==> src/rtl/core/pwdc_pkg.sv <==
`default_nettype none

package pwdc_pkg;

    // Event codes carried in the input tuser field.
    localparam logic [3:0] OP_TICK        = 4'd0;
    localparam logic [3:0] OP_UP          = 4'd1;
    localparam logic [3:0] OP_DOWN        = 4'd2;
    localparam logic [3:0] OP_LOCK        = 4'd3;
    localparam logic [3:0] OP_UNLOCK      = 4'd4;
    localparam logic [3:0] OP_OPEN        = 4'd5;
    localparam logic [3:0] OP_CLOSE       = 4'd6;
    localparam logic [3:0] OP_WIN_BOTTOM  = 4'd7;
    localparam logic [3:0] OP_WIN_TOP     = 4'd8;
    localparam logic [3:0] OP_DOOR_OPEN   = 4'd9;
    localparam logic [3:0] OP_DOOR_CLOSED = 4'd10;

    localparam int          OP_W            = 4;
    localparam int          HOLD_W          = 8;
    localparam int          OUT_W           = 8;
    localparam logic [7:0]  AUTO_HOLD_RESET = 8'd40;

    // One registered input event.
    typedef struct packed {
        logic [OP_W-1:0] op;
        logic            up_level;
        logic            down_level;
    } t_event;

    // Controller state.
    typedef struct packed {
        logic              up_drive;
        logic              down_drive;
        logic              open_drive;
        logic              close_drive;
        logic              going_up;
        logic              going_down;
        logic              auto_up;
        logic              auto_down;
        logic              locked;
        logic [HOLD_W-1:0] up_hold;
        logic [HOLD_W-1:0] down_hold;
    } t_state;

    // One result beat, before packing onto the output bus.
    typedef struct packed {
        logic auto_down_active;
        logic auto_up_active;
        logic is_locked;
        logic latch_release;
        logic door_close_drive;
        logic door_open_drive;
        logic window_down_drive;
        logic window_up_drive;
    } t_result;

endpackage

`default_nettype wire

==> src/rtl/core/pwdc_in_reg.sv <==
`default_nettype none

module pwdc_in_reg (
    input  wire                   i_clk,
    input  wire                   i_rst_n,
    input  wire                   i_valid,
    output logic                  o_ready,
    input  wire  [pwdc_pkg::OP_W-1:0] i_op,
    input  wire                   i_up_level,
    input  wire                   i_down_level,
    input  wire                   i_out_full,
    input  wire                   i_out_taken,
    output logic                  o_advance,
    output pwdc_pkg::t_event      o_event
);
    import pwdc_pkg::*;

    logic   r_valid;
    logic   n_valid;
    t_event r_event;
    logic   w_load;

    // The held event moves on when the result register has room.
    assign o_advance = r_valid && (!i_out_full || i_out_taken);
    assign o_ready   = !r_valid || o_advance;
    assign w_load    = i_valid && o_ready;
    assign o_event   = r_event;

    always_comb begin
        n_valid = r_valid;
        if (w_load) begin
            n_valid = 1'b1;
        end else if (o_advance) begin
            n_valid = 1'b0;
        end
    end

    // Valid flag is control state and is reset.
    always_ff @(posedge i_clk) begin
        if (!i_rst_n) begin
            r_valid <= 1'b0;
        end else begin
            r_valid <= n_valid;
        end
    end

    // Payload capture needs no reset.
    always_ff @(posedge i_clk) begin
        if (w_load) begin
            r_event.op         <= i_op;
            r_event.up_level   <= i_up_level;
            r_event.down_level <= i_down_level;
        end
    end

endmodule

`default_nettype wire

==> src/rtl/core/pwdc_ctrl.sv <==
`default_nettype none

module pwdc_ctrl (
    input  wire                         i_clk,
    input  wire                         i_rst_n,
    input  wire                         i_cfg_wr_en,
    input  wire  [pwdc_pkg::HOLD_W-1:0] i_cfg_wr_data,
    input  wire                         i_advance,
    input  wire  pwdc_pkg::t_event      i_event,
    output pwdc_pkg::t_result           o_result
);
    import pwdc_pkg::*;

    t_state            r_state;
    t_state            n_state;
    logic [HOLD_W-1:0] r_hold_ticks;
    logic [HOLD_W-1:0] w_up_inc;
    logic [HOLD_W-1:0] w_down_inc;
    logic              w_latch;
    logic              w_door_busy;

    assign w_up_inc    = r_state.up_hold + 1'b1;
    assign w_down_inc  = r_state.down_hold + 1'b1;
    assign w_door_busy = r_state.open_drive || r_state.close_drive;

    // Event decode and next state.
    always_comb begin
        n_state = r_state;
        w_latch = 1'b0;
        case (i_event.op)
            OP_TICK: begin
                if (r_state.going_up && !r_state.going_down) begin
                    n_state.up_hold = w_up_inc;
                end else if (r_state.going_up == r_state.going_down) begin
                    n_state.up_hold = '0;
                end
                if (!r_state.going_up && r_state.going_down) begin
                    n_state.down_hold = w_down_inc;
                end else if (r_state.going_up == r_state.going_down) begin
                    n_state.down_hold = '0;
                end
                if (n_state.up_hold == r_hold_ticks) begin
                    n_state.up_hold = '0;
                    n_state.auto_up = 1'b1;
                end
                if (n_state.down_hold == r_hold_ticks) begin
                    n_state.down_hold = '0;
                    n_state.auto_down = 1'b1;
                end
            end
            OP_UP: begin
                if (!w_door_busy) begin
                    if (r_state.going_up && !r_state.auto_up) begin
                        n_state.going_up = 1'b0;
                        n_state.up_drive = 1'b0;
                    end else if (!r_state.going_up && !r_state.going_down) begin
                        n_state.going_up = 1'b1;
                        n_state.up_drive = 1'b1;
                    end else if (r_state.auto_down) begin
                        n_state.going_up   = 1'b1;
                        n_state.down_drive = 1'b0;
                        n_state.auto_down  = 1'b0;
                        n_state.going_down = i_event.down_level;
                    end else if (!r_state.going_up && r_state.going_down) begin
                        n_state.going_up   = 1'b1;
                        n_state.down_drive = 1'b0;
                    end
                end
            end
            OP_DOWN: begin
                if (!w_door_busy) begin
                    if (r_state.going_down && !r_state.auto_down) begin
                        n_state.going_down = 1'b0;
                        n_state.down_drive = 1'b0;
                    end else if (!r_state.going_down && !r_state.going_up) begin
                        n_state.going_down = 1'b1;
                        n_state.down_drive = 1'b1;
                    end else if (r_state.auto_up) begin
                        n_state.going_down = 1'b1;
                        n_state.up_drive   = 1'b0;
                        n_state.auto_up    = 1'b0;
                        n_state.going_up   = i_event.up_level;
                    end else if (!r_state.going_down && r_state.going_up) begin
                        n_state.going_down = 1'b1;
                        n_state.up_drive   = 1'b0;
                    end
                end
            end
            OP_LOCK: begin
                n_state.open_drive  = 1'b0;
                n_state.close_drive = 1'b1;
                n_state.locked      = 1'b1;
            end
            OP_UNLOCK: begin
                n_state.locked = 1'b0;
            end
            OP_OPEN: begin
                if (!r_state.up_drive && !r_state.down_drive && !r_state.locked) begin
                    n_state.close_drive = 1'b0;
                    n_state.open_drive  = 1'b1;
                    w_latch             = 1'b1;
                end
            end
            OP_CLOSE: begin
                if (!r_state.up_drive && !r_state.down_drive) begin
                    n_state.open_drive  = 1'b0;
                    n_state.close_drive = 1'b1;
                end
            end
            OP_WIN_BOTTOM: begin
                n_state.down_drive = 1'b0;
                n_state.auto_down  = 1'b0;
                n_state.going_down = 1'b0;
            end
            OP_WIN_TOP: begin
                n_state.up_drive = 1'b0;
                n_state.auto_up  = 1'b0;
                n_state.going_up = 1'b0;
            end
            OP_DOOR_OPEN: begin
                n_state.open_drive = 1'b0;
            end
            OP_DOOR_CLOSED: begin
                n_state.close_drive = 1'b0;
            end
            default: begin
                n_state = r_state;
            end
        endcase
    end

    // Result fields show the state after this event.
    always_comb begin
        o_result.window_up_drive   = n_state.up_drive;
        o_result.window_down_drive = n_state.down_drive;
        o_result.door_open_drive   = n_state.open_drive;
        o_result.door_close_drive  = n_state.close_drive;
        o_result.latch_release     = w_latch;
        o_result.is_locked         = n_state.locked;
        o_result.auto_up_active    = n_state.auto_up;
        o_result.auto_down_active  = n_state.auto_down;
    end

    // State commits only when the event moves into the result register.
    always_ff @(posedge i_clk) begin
        if (!i_rst_n) begin
            r_state      <= '0;
            r_hold_ticks <= AUTO_HOLD_RESET;
        end else begin
            if (i_advance) begin
                r_state <= n_state;
            end
            if (i_cfg_wr_en) begin
                r_hold_ticks <= i_cfg_wr_data;
            end
        end
    end

endmodule

`default_nettype wire

==> src/rtl/core/pwdc_out_reg.sv <==
`default_nettype none

module pwdc_out_reg (
    input  wire                        i_clk,
    input  wire                        i_rst_n,
    input  wire                        i_load,
    input  wire  pwdc_pkg::t_result    i_result,
    input  wire                        i_ready,
    output logic                       o_valid,
    output logic                       o_taken,
    output logic [pwdc_pkg::OUT_W-1:0] o_data
);
    import pwdc_pkg::*;

    logic    r_valid;
    logic    n_valid;
    t_result r_result;

    assign o_valid = r_valid;
    assign o_taken = r_valid && i_ready;
    assign o_data  = r_result;

    always_comb begin
        n_valid = r_valid;
        if (i_load) begin
            n_valid = 1'b1;
        end else if (o_taken) begin
            n_valid = 1'b0;
        end
    end

    always_ff @(posedge i_clk) begin
        if (!i_rst_n) begin
            r_valid <= 1'b0;
        end else begin
            r_valid <= n_valid;
        end
    end

    // Result beat holds while the receiver stalls.
    always_ff @(posedge i_clk) begin
        if (i_load) begin
            r_result <= i_result;
        end
    end

endmodule

`default_nettype wire

==> src/rtl/core/power_window_door_controller.sv <==
// Door and power window controller, one event per input beat.
// Input stream: s_axis_tuser carries the event code (tick, window buttons,
// lock, unlock, open, close, window and door end switches), s_axis_tdata
// carries the current up and down button levels.
// Output stream: one result beat per event with the four motor drives,
// the latch release pulse, the lock flag and the two one-touch flags.
// Configuration: i_cfg_wr_en writes i_cfg_wr_data as the number of ticks
// a window button must be held before one-touch mode engages (reset 40).
// Pipeline: two register stages, the input register and the result register;
// a beat moves on from the first to the second when the result register has room.
// Throughput: one beat per cycle while the receiver takes results; the event
// logic between the two registers is a single pass of flag updates.
// Reset clears all drives, flags, hold counters and both valid flags.
// When the receiver stalls, the result register holds, the input register
// takes one more beat, and then s_axis_tready drops until the result drains.
`default_nettype none

module power_window_door_controller (
    input  wire        i_clk,
    input  wire        i_rst_n,
    input  wire        i_cfg_wr_en,
    input  wire  [7:0] i_cfg_wr_data,
    input  wire        s_axis_tvalid,
    output logic       s_axis_tready,
    input  wire  [7:0] s_axis_tdata,  // [0] up_button_level, [1] down_button_level, [7:2] zero
    input  wire  [3:0] s_axis_tuser,  // [3:0] op
    output logic       m_axis_tvalid,
    input  wire        m_axis_tready,
    output logic [7:0] m_axis_tdata   // [0] window_up_drive, [1] window_down_drive,
                                      // [2] door_open_drive, [3] door_close_drive,
                                      // [4] latch_release, [5] is_locked,
                                      // [6] auto_up_active, [7] auto_down_active
);
    import pwdc_pkg::*;

    t_event  w_event;
    t_result w_result;
    logic    w_advance;
    logic    w_out_valid;
    logic    w_out_taken;

    // Input register stage.
    pwdc_in_reg u_in_reg (
        .i_clk        (i_clk),
        .i_rst_n      (i_rst_n),
        .i_valid      (s_axis_tvalid),
        .o_ready      (s_axis_tready),
        .i_op         (s_axis_tuser),
        .i_up_level   (s_axis_tdata[0]),
        .i_down_level (s_axis_tdata[1]),
        .i_out_full   (w_out_valid),
        .i_out_taken  (w_out_taken),
        .o_advance    (w_advance),
        .o_event      (w_event)
    );

    // Event logic and controller state.
    pwdc_ctrl u_ctrl (
        .i_clk         (i_clk),
        .i_rst_n       (i_rst_n),
        .i_cfg_wr_en   (i_cfg_wr_en),
        .i_cfg_wr_data (i_cfg_wr_data),
        .i_advance     (w_advance),
        .i_event       (w_event),
        .o_result      (w_result)
    );

    // Result register stage.
    pwdc_out_reg u_out_reg (
        .i_clk    (i_clk),
        .i_rst_n  (i_rst_n),
        .i_load   (w_advance),
        .i_result (w_result),
        .i_ready  (m_axis_tready),
        .o_valid  (w_out_valid),
        .o_taken  (w_out_taken),
        .o_data   (m_axis_tdata)
    );

    assign m_axis_tvalid = w_out_valid;

endmodule

`default_nettype wire

==> config.mk <==
export PLATFORM = sky130hd
export DESIGN_NAME = power_window_door_controller
export DESIGN_NICKNAME = d
export VERILOG_FILES = /design/src/rtl/core/pwdc_pkg.sv /design/src/rtl/core/pwdc_in_reg.sv /design/src/rtl/core/pwdc_ctrl.sv /design/src/rtl/core/pwdc_out_reg.sv /design/src/rtl/core/power_window_door_controller.sv
export SDC_FILE = /design/constraint.sdc
export NUM_CORES = 1
export LEC_CHECK = 0
export ABC_AREA = 1
export BUFFER_PORTS_ARGS = -buffer_cell sky130_fd_sc_hd__buf_2
export CAP_MARGIN = 20
export CORE_MARGIN = 2
export CORE_UTILIZATION = 40
export CTS_CLUSTER_DIAMETER = 150
export DETAILED_ROUTE_END_ITERATION = 8
export PLACE_DENSITY = 0.66
export SYNTH_ARGS = -nofsm -noshare
export SYNTH_HDL_FRONTEND = slang
export SYNTH_SLANG_ARGS = --single-unit
==> constraint.sdc <==
create_clock -name i_clk -period 2.2 [get_ports i_clk]
set_clock_uncertainty 0.1 [all_clocks]
set_input_delay 0 -clock i_clk [delete_from_list [all_inputs] [get_ports i_clk]]
set_output_delay 0 -clock i_clk [all_outputs]
set_load 0.03 [all_outputs]
==> flow_summary.json <==
{
  "fin_crit_sh_pct": 91.0,
  "synth_cell_types": 33,
  "maxCapViolations": 0,
  "synth.avg_cell_area_um2": 6.61,
  "met3_usage_pct": 2.85,
  "hold_ws_ns": 0.0359,
  "grt_max_degree": 33,
  "via_per_inst": 5.02,
  "rows": 31,
  "fin_nets": 529,
  "clock-root-buffer": "clkbuf_8",
  "antenna_found_initial": 0,
  "n_fill_cell": 736,
  "finalCoreUtilization_pct": 49.9,
  "start_util_pct": 40.9,
  "place_area_um2": 3220,
  "drv_slew": 0,
  "worst_pin_slew_ns": 0.493,
  "syn-cell-area_um2": 2950,
  "drt_iter0_drc": 240,
  "placedCellCount": 571,
  "wire_per_inst_um": 12.0,
  "critPathRequiredTime_ns": 2.31,
  "overflow": 0,
  "core_um2": 7210,
  "ant_nets": 0,
  "startpoint_type": "flip-flop",
  "hpwl_mm": 5.04,
  "fmax_ghz": 0.500,
  "grt_usage_pct": 17.8,
  "cts_setup_buffers": 0,
  "power_density_nw_per_um2": 555,
  "finalCriticalPeriod_ns": 2.00,
  "preCtsSetupSlack_ns": -0.0249,
  "grt_util_met2_pct": 29.2,
  "die-area_um2": 8090,
  "die_h_um": 89.9,
  "finalWirelength_mm": 7.16,
  "synth_warnings": 0,
  "p_leak_nw": 1.62,
  "synth_seq_cells": 49,
  "clk_latency_ns": 0.32,
  "die_w_um": 89.9,
  "grt_pass1_vias": 2714,
  "area_delta_synth_final_pct": 21.9,
  "grt_pass1_wl_mm": 12.0,
  "hold_depth": 2,
  "final-setup-viol-count": 0,
  "path_clk_slew_ns": 0.10,
  "synth_cells": 447,
  "arrival_ns": 2.11,
  "crit_type": "flip-flop to flip-flop",
  "stdcell_area_um2": 3600,
  "ios": 35,
  "drive_gt1_share_pct": 13.4,
  "r2r_cells": 13,
  "final_cell_count_no_fill": 599,
  "path_max_fanout": 8,
  "worstSetupStartpoint": "u_ctrl.r_state[20]$_SDFFE_PN0P_",
  "hold_path_class": "input port to flip-flop",
  "ir_drop_uv": 305,
  "setup_slack_ns": 0.198,
  "reg2reg_from": "u_ctrl.r_state[20]$_SDFFE_PN0P_",
  "relSlewSlack_pct": 67.1,
  "gp_congestion": 0.857,
  "clockBufferDepth": 2,
  "n_antenna_cell": 0,
  "ys_seq_area_share_pct": 38.0,
  "met1_usage_pct": 24.1,
  "setup.worst_path.end_class": "flip-flop",
  "dr.pass1.iters": 6,
  "min-delay-start": "i_rst_n",
  "syn_nets": 477,
  "hold_viol_final": 0,
  "cts_tree": "done",
  "numPortBuffers": 28,
  "htreeDepth": 2,
  "vias": 3007,
  "cts_buffers": 5,
  "busiest_layer": "met2",
  "cts.sinks": 49,
  "outcome": "completed",
  "drc": 0
}
## cells in the mapped netlist
cell / instances / area (um^2)
nand2_1: 126 / 473
inv_1: 63 / 236
nand3_1: 46 / 230
nor2_1: 42 / 158
o21ai_0: 41 / 205
dfxtp_1: 35 / 701
a21oi_1: 31 / 155
edfxtp_1: 14 / 420
clkbuf_1: 6 / 22.5
ha_1: 5 / 62.6
nand4_1: 4 / 25.0
nor2_2: 4 / 25.0
nor2_4: 3 / 33.8
o21ai_1: 3 / 15.0
a32o_1: 2 / 20.0
buf_4: 2 / 15.0
nand3_2: 2 / 20.0
nor3_1: 2 / 10.0
o211ai_1: 2 / 15.0
a211oi_1: 1 / 7.51
a21oi_2: 1 / 8.76
a31oi_1: 1 / 6.26
buf_2: 1 / 5.00
inv_2: 1 / 3.75
nand2_2: 1 / 6.26
nand2_4: 1 / 11.3
nand3_4: 1 / 17.5
nand3b_1: 1 / 7.51
o2111ai_1: 1 / 8.76
o21a_1: 1 / 7.51
o21bai_1: 1 / 7.51
o22ai_1: 1 / 6.26
or2_2: 1 / 6.26
## sequential cells by signal, summed over array words and instances, names as in the netlist
register	cells
u_ctrl.r_hold_ticks	8
u_out_reg.o_data	8
u_in_reg.o_event	6
u_in_reg.r_valid	1
u_out_reg.o_valid	1
u_ctrl.r_state	25
## metal layers
layer	share of wire, %	vias to the layer above	routed length, um
li1	-	1565	-
met1	48	1327	3440
met2	45	103	3220
met3	5.3	12	383
met4	1.7	0	119
met5	0	-	0
## report_power, final
part / leakage [nW] / internal, mW / switching, mW / total (mW)
Clock: 0.0591 / 0.347 / 0.345 / 0.692
Combinational: 1.14 / 0.116 / 0.187 / 0.303
Sequential: 0.423 / 0.973 / 0.0299 / 1.00
## critical path, stage by stage, from the launching register on
cell and delay (ns):
dfxtp_2 0.38, inv_2 0.08, ha_4 0.25, nor2_1 0.14, buf_4 0.14, nor2_1 0.04
o21ai_1 0.09, nand2_1 0.09, nand2_1 0.07, nand2_1 0.08, nor2_4 0.13, nand3_4 0.14
nand3_1 0.10, a21oi_1 0.06
## repair_timing
| action | in CTS | in global routing |
|---|---|---|
| pin swaps | 0 | 2 |
| hold buffers | 20 | 0 |
| resized for setup | 2 | 12 |
| setup endpoints to repair | 8 | 20 |
| cloned | 0 | 0 |
| endpoints found under the hold margin | 16 | 0 |
## worst paths after layout
kind	end	slack, ns
max	u_ctrl.r_state[2]$_SDFFE_PN0P_	0.20
min reg2reg	u_ctrl.r_state[23]$_SDFFE_PN0P_	0.38
max reg2reg	u_ctrl.r_state[2]$_SDFFE_PN0P_	0.20
min	u_ctrl.r_hold_ticks[5]$_SDFFE_PN1P_	0.04
## cell families after synthesis
logic type,after synthesis,share of synthesized area (%)
buffers and inverters,73,9.58
and+or+nand+nor,234,34.7
AOI/OAI and AO/OA,86,15.7
adders and majority gates,5,2.12
DFF,49,38.0
## cell type report
class | instances | area (um^2) | area share (%)
Sequential cell | 49 | 1120 | 31.2
Tap cell | 99 | 124 | 3.44
Timing Repair Buffer | 54 | 385 | 10.7
Clock inverter | 3 | 47.5 | 1.32
Multi-Input combinational cell | 325 | 1610 | 44.8
Inverter | 64 | 240 | 6.67
Clock buffer | 5 | 68.8 | 1.91
## cells in the final DEF, fill, tap and decap left out, types with 4 or more instances in the layout
cell           instances
nand3_1               46
nor2_1                39
nor2_2                 6
inv_1                 61
buf_4                  6
nand4_1                4
a21oi_1               31
o21ai_0               41
nand2_1              126
buf_2                 28
dlygate4sd3_1         20
dfxtp_1               34
nor2_4                 4
clkbuf_8               5
edfxtp_1              14
## stage by stage
stage,power [mW],TNS (ns)
finish,2.00,0
global route,2.08,-0.00536
CTS,2.00,0
detailed placement,1.28,-0.125
global placement,1.28,0
floorplan,1.20,0
Power figures use the tool's default switching activity.
